### src/rtl/core/tccw_pkg.sv
package tccw_pkg;

    localparam int SCREEN_COLUMNS = 80;
    localparam int SCREEN_ROWS    = 25;
    localparam int CELL_COUNT     = SCREEN_COLUMNS * SCREEN_ROWS;
    localparam int BOTTOM_BASE    = SCREEN_COLUMNS * (SCREEN_ROWS - 1);

    localparam int ROW_W  = 5;
    localparam int COL_W  = 7;
    localparam int POS_W  = $clog2(CELL_COUNT);
    localparam int CELL_W = 16;

    localparam logic [7:0] RESET_ATTRIBUTE = 8'h17;
    localparam logic [7:0] CH_NUL          = 8'h00;
    localparam logic [7:0] CH_BACKSPACE    = 8'h08;
    localparam logic [7:0] CH_TAB          = 8'h09;
    localparam logic [7:0] CH_NEWLINE      = 8'h0A;
    localparam logic [7:0] CH_RETURN       = 8'h0D;
    localparam logic [7:0] CH_SPACE        = 8'h20;

    typedef logic [ROW_W-1:0]  row_t;
    typedef logic [COL_W-1:0]  col_t;
    typedef logic [POS_W-1:0]  pos_t;
    typedef logic [CELL_W-1:0] cell_t;

    typedef struct packed {
        logic [1:0] action;
        logic [7:0] char_code;
        row_t       read_row;
        col_t       read_col;
    } tccw_in_t;

    typedef struct packed {
        row_t  cursor_row;
        col_t  cursor_col;
        cell_t cell_value;
        logic  scrolled;
    } tccw_out_t;

    typedef enum logic [1:0] {
        ACT_PUT    = 2'd0,
        ACT_CLEAR  = 2'd1,
        ACT_ANCHOR = 2'd2,
        ACT_READ   = 2'd3
    } action_t;

    typedef enum logic [2:0] {
        CK_NUL,
        CK_NEWLINE,
        CK_RETURN,
        CK_TAB,
        CK_BACKSPACE,
        CK_PRINT
    } char_kind_t;

    typedef enum logic [1:0] {
        RD_ITEM,
        RD_BACK,
        RD_SCROLL
    } rd_sel_t;

    typedef enum logic [1:0] {
        WA_SWEEP,
        WA_BOTTOM,
        WA_CURSOR,
        WA_CURSOR_PREV
    } wa_sel_t;

    typedef enum logic [1:0] {
        WD_BLANK,
        WD_RESET_BLANK,
        WD_CHAR
    } wd_sel_t;

    typedef enum logic [2:0] {
        CUR_HOLD,
        CUR_ZERO,
        CUR_COL_ZERO,
        CUR_ADV,
        CUR_RETREAT,
        CUR_BACK_WRAP,
        CUR_NEWLINE
    } cur_op_t;

    typedef enum logic [4:0] {
        ST_INIT,
        ST_IDLE,
        ST_DISPATCH,
        ST_CLEAR,
        ST_READ_WAIT,
        ST_NEWLINE,
        ST_WRAP_CHECK,
        ST_TAB,
        ST_BS_READ,
        ST_BS_WAIT,
        ST_BS_DECIDE,
        ST_BS_TAB,
        ST_BS_STEP,
        ST_BS_BLANK,
        ST_SCROLL_COPY,
        ST_SCROLL_DRAIN,
        ST_SCROLL_BLANK,
        ST_DONE
    } state_t;

    typedef struct packed {
        logic    load_item;
        logic    rd_en;
        rd_sel_t rd_sel;
        logic    wr_en;
        wa_sel_t wa_sel;
        wd_sel_t wd_sel;
        cur_op_t cur_op;
        logic    cnt_clr;
        logic    cnt_inc;
        logic    anchor_set;
        logic    anchor_clr;
        logic    tl_init;
        logic    set_scrolled;
        logic    cap_value;
        logic    out_load;
    } tccw_cmd_t;

    typedef struct packed {
        action_t    action;
        char_kind_t kind;
        logic       read_in_range;
        logic       at_anchor;
        logic       col_tab_bs;
        logic       col_last_of_quad;
        logic       col_in_row;
        logic       col_ge_cols;
        logic       row_last;
        logic       tab_like;
        logic       cnt_cells_end;
        logic       cnt_copy_end;
        logic       cnt_row_end;
        logic       cnt_quad_end;
        logic       out_free;
    } tccw_status_t;

endpackage

### src/rtl/core/tccw_ctrl.sv
module tccw_ctrl (
    input  logic                   clk,
    input  logic                   rst_n,
    input  logic                   cmd_valid,
    output logic                   cmd_stall,
    input  tccw_pkg::tccw_status_t status,
    output tccw_pkg::tccw_cmd_t    cmd
);

    tccw_pkg::state_t state_reg;
    tccw_pkg::state_t state_next;

    always_ff @(posedge clk or negedge rst_n)
    begin
        if (!rst_n)
        begin
            state_reg <= tccw_pkg::ST_INIT;
        end
        else
        begin
            state_reg <= state_next;
        end
    end

    assign cmd_stall = (state_reg != tccw_pkg::ST_IDLE);

    always_comb
    begin
        state_next = state_reg;
        cmd        = '0;
        cmd.rd_sel = tccw_pkg::RD_ITEM;
        cmd.wa_sel = tccw_pkg::WA_CURSOR;
        cmd.wd_sel = tccw_pkg::WD_BLANK;
        cmd.cur_op = tccw_pkg::CUR_HOLD;

        case (state_reg)
            tccw_pkg::ST_INIT:
            begin
                // Fill every cell with a blank in the reset attribute.
                cmd.wr_en   = 1'b1;
                cmd.wa_sel  = tccw_pkg::WA_SWEEP;
                cmd.wd_sel  = tccw_pkg::WD_RESET_BLANK;
                cmd.cnt_inc = 1'b1;
                if (status.cnt_cells_end)
                begin
                    cmd.cnt_clr = 1'b1;
                    state_next  = tccw_pkg::ST_IDLE;
                end
            end

            tccw_pkg::ST_IDLE:
            begin
                if (cmd_valid)
                begin
                    cmd.load_item = 1'b1;
                    state_next    = tccw_pkg::ST_DISPATCH;
                end
            end

            tccw_pkg::ST_DISPATCH:
            begin
                case (status.action)
                    tccw_pkg::ACT_CLEAR:
                    begin
                        cmd.cnt_clr = 1'b1;
                        state_next  = tccw_pkg::ST_CLEAR;
                    end
                    tccw_pkg::ACT_ANCHOR:
                    begin
                        cmd.anchor_set = 1'b1;
                        state_next     = tccw_pkg::ST_DONE;
                    end
                    tccw_pkg::ACT_READ:
                    begin
                        if (status.read_in_range)
                        begin
                            cmd.rd_en  = 1'b1;
                            cmd.rd_sel = tccw_pkg::RD_ITEM;
                            state_next = tccw_pkg::ST_READ_WAIT;
                        end
                        else
                        begin
                            state_next = tccw_pkg::ST_DONE;
                        end
                    end
                    default:
                    begin
                        case (status.kind)
                            tccw_pkg::CK_NEWLINE:
                            begin
                                state_next = tccw_pkg::ST_NEWLINE;
                            end
                            tccw_pkg::CK_RETURN:
                            begin
                                cmd.cur_op = tccw_pkg::CUR_COL_ZERO;
                                state_next = tccw_pkg::ST_DONE;
                            end
                            tccw_pkg::CK_TAB:
                            begin
                                state_next = tccw_pkg::ST_TAB;
                            end
                            tccw_pkg::CK_BACKSPACE:
                            begin
                                if (status.at_anchor)
                                begin
                                    state_next = tccw_pkg::ST_DONE;
                                end
                                else if (status.col_tab_bs)
                                begin
                                    cmd.cnt_clr = 1'b1;
                                    cmd.tl_init = 1'b1;
                                    state_next  = tccw_pkg::ST_BS_READ;
                                end
                                else
                                begin
                                    state_next = tccw_pkg::ST_BS_STEP;
                                end
                            end
                            tccw_pkg::CK_PRINT:
                            begin
                                cmd.wr_en  = 1'b1;
                                cmd.wa_sel = tccw_pkg::WA_CURSOR;
                                cmd.wd_sel = tccw_pkg::WD_CHAR;
                                cmd.cur_op = tccw_pkg::CUR_ADV;
                                state_next = tccw_pkg::ST_WRAP_CHECK;
                            end
                            default:
                            begin
                                state_next = tccw_pkg::ST_DONE;
                            end
                        endcase
                    end
                endcase
            end

            tccw_pkg::ST_CLEAR:
            begin
                cmd.wr_en   = 1'b1;
                cmd.wa_sel  = tccw_pkg::WA_SWEEP;
                cmd.wd_sel  = tccw_pkg::WD_BLANK;
                cmd.cnt_inc = 1'b1;
                if (status.cnt_cells_end)
                begin
                    cmd.cnt_clr    = 1'b1;
                    cmd.cur_op     = tccw_pkg::CUR_ZERO;
                    cmd.anchor_clr = 1'b1;
                    state_next     = tccw_pkg::ST_DONE;
                end
            end

            tccw_pkg::ST_READ_WAIT:
            begin
                cmd.cap_value = 1'b1;
                state_next    = tccw_pkg::ST_DONE;
            end

            tccw_pkg::ST_NEWLINE:
            begin
                if (status.row_last)
                begin
                    cmd.cnt_clr      = 1'b1;
                    cmd.cur_op       = tccw_pkg::CUR_COL_ZERO;
                    cmd.set_scrolled = 1'b1;
                    state_next       = tccw_pkg::ST_SCROLL_COPY;
                end
                else
                begin
                    cmd.cur_op = tccw_pkg::CUR_NEWLINE;
                    state_next = tccw_pkg::ST_DONE;
                end
            end

            tccw_pkg::ST_WRAP_CHECK:
            begin
                if (status.col_ge_cols)
                begin
                    state_next = tccw_pkg::ST_NEWLINE;
                end
                else
                begin
                    state_next = tccw_pkg::ST_DONE;
                end
            end

            tccw_pkg::ST_TAB:
            begin
                // One blank per cycle until the column reaches a multiple of four.
                cmd.wr_en  = status.col_in_row;
                cmd.wa_sel = tccw_pkg::WA_CURSOR;
                cmd.wd_sel = tccw_pkg::WD_BLANK;
                cmd.cur_op = tccw_pkg::CUR_ADV;
                if (status.col_last_of_quad)
                begin
                    state_next = tccw_pkg::ST_WRAP_CHECK;
                end
            end

            tccw_pkg::ST_BS_READ:
            begin
                cmd.rd_en   = 1'b1;
                cmd.rd_sel  = tccw_pkg::RD_BACK;
                cmd.cnt_inc = 1'b1;
                if (status.cnt_quad_end)
                begin
                    state_next = tccw_pkg::ST_BS_WAIT;
                end
            end

            tccw_pkg::ST_BS_WAIT:
            begin
                // The last of the four cells is compared during this cycle.
                state_next = tccw_pkg::ST_BS_DECIDE;
            end

            tccw_pkg::ST_BS_DECIDE:
            begin
                if (status.tab_like)
                begin
                    cmd.cnt_clr = 1'b1;
                    state_next  = tccw_pkg::ST_BS_TAB;
                end
                else
                begin
                    state_next = tccw_pkg::ST_BS_STEP;
                end
            end

            tccw_pkg::ST_BS_TAB:
            begin
                cmd.wr_en   = 1'b1;
                cmd.wa_sel  = tccw_pkg::WA_CURSOR_PREV;
                cmd.wd_sel  = tccw_pkg::WD_BLANK;
                cmd.cur_op  = tccw_pkg::CUR_RETREAT;
                cmd.cnt_inc = 1'b1;
                if (status.cnt_quad_end)
                begin
                    cmd.cnt_clr = 1'b1;
                    state_next  = tccw_pkg::ST_DONE;
                end
            end

            tccw_pkg::ST_BS_STEP:
            begin
                cmd.cur_op = tccw_pkg::CUR_BACK_WRAP;
                state_next = tccw_pkg::ST_BS_BLANK;
            end

            tccw_pkg::ST_BS_BLANK:
            begin
                cmd.wr_en  = 1'b1;
                cmd.wa_sel = tccw_pkg::WA_CURSOR;
                cmd.wd_sel = tccw_pkg::WD_BLANK;
                state_next = tccw_pkg::ST_DONE;
            end

            tccw_pkg::ST_SCROLL_COPY:
            begin
                // Reads run one row ahead; the datapath writes each cell in the cycle after its read.
                cmd.rd_en   = 1'b1;
                cmd.rd_sel  = tccw_pkg::RD_SCROLL;
                cmd.cnt_inc = 1'b1;
                if (status.cnt_copy_end)
                begin
                    cmd.cnt_clr = 1'b1;
                    state_next  = tccw_pkg::ST_SCROLL_DRAIN;
                end
            end

            tccw_pkg::ST_SCROLL_DRAIN:
            begin
                state_next = tccw_pkg::ST_SCROLL_BLANK;
            end

            tccw_pkg::ST_SCROLL_BLANK:
            begin
                cmd.wr_en   = 1'b1;
                cmd.wa_sel  = tccw_pkg::WA_BOTTOM;
                cmd.wd_sel  = tccw_pkg::WD_BLANK;
                cmd.cnt_inc = 1'b1;
                if (status.cnt_row_end)
                begin
                    cmd.cnt_clr = 1'b1;
                    state_next  = tccw_pkg::ST_DONE;
                end
            end

            tccw_pkg::ST_DONE:
            begin
                if (status.out_free)
                begin
                    cmd.out_load = 1'b1;
                    state_next   = tccw_pkg::ST_IDLE;
                end
            end

            default:
            begin
                state_next = tccw_pkg::ST_IDLE;
            end
        endcase
    end

endmodule

### config.mk
export PLATFORM = sky130hd
export DESIGN_NAME = tccw_ctrl
export DESIGN_NICKNAME = d
export VERILOG_FILES = /design/src/rtl/core/tccw_pkg.sv /design/src/rtl/core/tccw_ctrl.sv
export SDC_FILE = /design/constraint.sdc
export NUM_CORES = 1
export LEC_CHECK = 0
export ABC_AREA = 1
export BUFFER_PORTS_ARGS = -buffer_cell sky130_fd_sc_hd__buf_4
export CAP_MARGIN = 25
export CORE_MARGIN = 10
export CORE_UTILIZATION = 45
export CTS_BUF_LIST = sky130_fd_sc_hd__clkbuf_4
export CTS_CLUSTER_DIAMETER = 200
export DETAILED_ROUTE_END_ITERATION = 7
export GPL_TIMING_DRIVEN = 0
export PLACE_DENSITY = 0.84
export SYNTH_ARGS = -nofsm -noshare
export SYNTH_HDL_FRONTEND = slang
export SYNTH_SLANG_ARGS = --single-unit
### constraint.sdc
create_clock -name clk -period 1.5 [get_ports clk]
set_input_delay 0.075 -clock clk [delete_from_list [all_inputs] [get_ports clk]]
set_output_delay 0.075 -clock clk [all_outputs]
set_load 0.05 [all_outputs]
==> reports/results.ini, run 1 <==
[floorplanning]
die_h_microns=67.05
start_util=0.4877
io-pin-count=42
die_w_microns=67.05
row_count=16

[synthesis]
yosysWarnings=0
syn_nets=216
synth-xor-area-share=0
syn-cell-area_sq_um=996.0
synth_seq_cells=5
synth-simple-area-share=0.6018
synth_top_family_by_area=simple AND/OR/NAND/NOR gates
seq_area_frac_synth=0.1256
syn_area_per_cell_sq_um=5.107
syn_inst=195
synth-adder-area-share=0
synthMuxAreaShare=0
synth_compound_area_frac=0.1143
yosys.cell_types.count=23

[status]
status=stopped before the end
flow.stopped_at=global routing
error_line=[ERROR DPL-0038] Utilization greater than 100%, impossible to legalize

[placement]
hpwl_mm=3.307
io_buffers=41
dp.cells=263
gp_congestion=0.9425

[timing]
endpoint_type=output port
grt_repair_worst_endpoint=cmd[15]

[clock_tree]
cts.sinks=5
cts_buffers=3
cts_root_buf=clkbuf_4
cts.path.max_buffers=2
htreeDepth=1

[global_routing]
grt_max_degree=11

per-stage QoR:
stage,hold slack [ns],utilization,setup WS [ns],cell area (sq um)
after floorplan,-0.2206,-,-0.2984,1117
after CTS,0.1078,0.9026,-0.2580,1843
after detailed placement,-0.1203,0.7145,-0.2154,1459
after global placement,-0.1221,0.7145,-0.1828,1459
cells by family after synthesis:
logic type	after synthesis
flops	5
buf+inv	40
simple gates	131
compound gates	19
cell usage after synthesis:
master / n / area share
a21oi_1: 3 / 0.015
and3_1: 1 / 0.0063
buf_4: 2 / 0.015
dfrtp_1: 5 / 0.13
inv_1: 32 / 0.12
inv_2: 6 / 0.023
nand2_1: 57 / 0.21
nand2_2: 2 / 0.013
nand3_1: 15 / 0.075
nand3_2: 3 / 0.030
nand3b_1: 1 / 0.0075
nand4_1: 7 / 0.044
nor2_1: 28 / 0.11
nor2_2: 7 / 0.044
nor2_4: 1 / 0.011
nor3_1: 8 / 0.040
nor3_2: 1 / 0.010
o211ai_1: 3 / 0.023
o21ai_0: 7 / 0.035
o21ai_1: 3 / 0.015
o221ai_1: 1 / 0.0088
o2bb2ai_1: 1 / 0.0088
o32ai_1: 1 / 0.0088
repair_timing:
action / 4_1_cts
setup buffers: 20
hold buffers: 1
gates resized for setup: 50
hold endpoints to repair: 5
pin swaps: 10
setup endpoints to repair: 25
==> run 2, diff against run 1 <==
--- a/config.mk
+++ b/config.mk
@@ -8,13 +8,11 @@
 export ABC_AREA = 1
 export BUFFER_PORTS_ARGS = -buffer_cell sky130_fd_sc_hd__buf_4
 export CAP_MARGIN = 25
-export CORE_MARGIN = 10
-export CORE_UTILIZATION = 45
-export CTS_BUF_LIST = sky130_fd_sc_hd__clkbuf_4
-export CTS_CLUSTER_DIAMETER = 200
+export CORE_AREA = 10 10 71 73
 export DETAILED_ROUTE_END_ITERATION = 7
+export DIE_AREA = 0 0 81 83
 export GPL_TIMING_DRIVEN = 0
-export PLACE_DENSITY = 0.84
+export PLACE_DENSITY_LB_ADDON = 0.15
 export SYNTH_ARGS = -nofsm -noshare
 export SYNTH_HDL_FRONTEND = slang
 export SYNTH_SLANG_ARGS = --single-unit
==> constraint.sdc (replaced) <==
create_clock -name clk -period 1.95 [get_ports clk]
set_input_delay 0.0975 -clock clk [delete_from_list [all_inputs] [get_ports clk]]
set_output_delay 0.0975 -clock clk [all_outputs]
set_load 0.05 [all_outputs]
==> reports/results.ini, run 2 <==
[timing]
hold_ws_ns=0.1782
timing.setup.tns_ns=0
fin_ws_ns=0.1276
min_period_over_period=0.9346
drv_slew=0
rsz0062_at_grt=yes
finalHoldViolCount=0
fin_crit_ns=1.822
skew_ns=0.0007803
worst_slew_pin_slew_ns=0.3352
max-slew-margin-rel=0.7763
max_freq_mhz=548.7
setup_viol=0

[power_and_ir_drop]
p_leak_uw=0.0008525
irDropWorstVdd_v=0.0006657
power_density_nw_per_um2=1603
total_power_uw=2381

[synthesis]
async_flop_share=1.000  ; unchanged
synth_commonest_cells=57 x nand2_1, 32 x inv_1, 28 x nor2_1
yosysWarnings=0  ; unchanged
synth-edff-count=0  ; unchanged
synthFlopType=dfrtp_1
seq_area_frac_synth=0.1256  ; unchanged
syn_nets=216  ; unchanged
synth_top_cell_area_share=0.2148  ; unchanged
syn_inst=195  ; unchanged
synth_seq_cells=5  ; unchanged
syn_area_per_cell_sq_um=5.107  ; unchanged
synth_area_leader_cell=nand2_1
yosys.cell_types.count=23  ; unchanged
synth_area_leaders=nand2_1 21%, dfrtp_1 13%, inv_1 12%, nor2_1 11%, nand3_1 7.5%
syn-cell-area_sq_um=996.0  ; unchanged
yosysMostFrequentCell=nand2_1

[critical_path]
cpMostUsedCell=buf_4
crit_start=state_reg[2]
timing.reg2reg.setup_slack_ns=0.26
worstSetupEndpointType=output pin
cp.arrival_ns=1.72
crit_slowest_cell=dfrtp_1
cp-start-kind=register
path_max_fanout=9
slowest_delay_ns=0.35
crit_chain=buf_4 > nor2_4 > nand3_4 > nor2_2 > nand3_1 > nor2_1 > buf_4
r2r.worst_path.cells=11
r2r_start=state_reg[3]
reg2reg_to=state_reg[4]
required_ns=1.85
critPathKind=reg -> out
cp-endpoint=cmd[3]

[routing]
drt_drc_violations_left=0
vias=1353
firstDrtPassIters=4
drt_wl_total_mm=3.656
drt_iter0_drc=95
wl_per_cell_microns=12.56
postRouteAntennaNets=0
via_per_inst=4.649

[clock_tree]
cts_root_buf=clkbuf_8
htreeDepth=1  ; unchanged
cts.sinks=5  ; unchanged
clkSlewWorstSetupHoldPaths_ns=0.03
cts.path.max_buffers=2  ; unchanged
cts_buffers=3  ; unchanged
clock_latency_ns=0.22
cts_tree=built

[finish]
layout_common_cells=57 x nand2_1, 44 x buf_4, 32 x inv_1
design_area_sq_um=1485
seqCellArea_sq_um=127.6
final_common_cell=nand2_1
syn_to_final_growth_pct=49.12
drive_above_1_share=0.3128
nets=265
multi_input_area_sq_um=759.5
antenna_cells=0
largest_register_ffs=5
fillers=437

[floorplanning]
start_util=0.2741  ; -0.2136
row_count=22  ; +6
die_h_microns=83  ; +24%
fp.coreArea_sq_um=3633
io-pin-count=42  ; unchanged
die_w_microns=81  ; +21%
die_area_sq_um=6723

[global_routing]
grt_pass1_wl_mm=6.016
antenna_found_initial=0
first_global_vias=1313
overflow=0
grt_usage=0.1050
grt_max_degree=11

[placement]
postPlaceCellArea_sq_um=1395  ; -4.4%
dp_slack_ns=0.2524  ; +0.4677 ns
hpwl_mm=3.176  ; -4.0%
gp_congestion=0.8666  ; -8.1%
io_buffers=41  ; unchanged

[worst_hold_path]
hold_path.class=in -> reg
worstHoldPathCells=3

[status]
status=complete, no violations

[run]
drv_cap=0

run 2: cell counts after synthesis:
Identical to the previous run, type by type.
run 2: where the power goes:
| group | internal (uW) | total (uW) | switching, uW |
|---|---|---|---|
| combinational | 572 | 1980 | 1400 |
| clock | 140 | 188 | 47.5 |
| sequential | 152 | 218 | 65.6 |
| total | 864 | 2380 | 1520 |
run 2: layout make-up:
type	count	share of cell area
Buffer	2	0.01011
Timing Repair inverter	1	0.005055
Clock buffer	4	0.03033
Sequential cell	5	0.08593
Multi-Input combinational cell	150	0.5114
Timing Repair Buffer	43	0.2190
Inverter	38	0.09773
Tap cell	48	0.04044
run 2: how the worst min path moves through the flow:
stage                    from      endpoint  slack, ns
floorplan               rst_n  state_reg[0]      -0.20
global placement        rst_n  state_reg[0]      -0.10
detailed placement      rst_n  state_reg[0]      -0.10
CTS                 status[7]  state_reg[2]       0.18
global route        status[7]  state_reg[2]       0.19
finish              status[7]  state_reg[2]       0.18
run 2: repair_timing:
item | 4_1_cts | 5_1_grt
buffers inserted | 0 | 1
resized for setup | 0 | 6
endpoints found under the hold margin | 5 | 0
setup endpoints to repair | 0 | 7
hold buffers | 1 | 0
run 2: metrics by stage:
stage          utilization  std cells
6_report            0.4087        291
5_1_grt             0.4087        291
4_1_cts             0.3991        289
3_5_place_dp        0.3840        284
3_3_place_gp        0.3840        284
2_1_floorplan            -        195
run 2: per-layer routing:
| metal | part of all wire | vias to the layer above | GRT usage |
|---|---|---|---|
| met5 | 0 | - | 0 |
| met4 | 0.015 | 0 | 0.03130 |
| met3 | 0.063 | 4 | 0.01940 |
| met2 | 0.46 | 46 | 0.1679 |
| met1 | 0.47 | 582 | 0.1370 |
| li1 | - | 721 | - |
run 2: critical path: cells and delay by family, from the launching register on:
kind,cells,cell delay [ns]
simple gates,5,0.79
flops,1,0.35
buf+inv,2,0.37
run 2: cell families after synthesis:
family / synth area share
AO/OA/AOI/OAI: 0.1143
buffers and inverters: 0.1583
flip-flops: 0.1256
AND/OR/NAND/NOR: 0.6018
(Power assumes the default switching activity.)
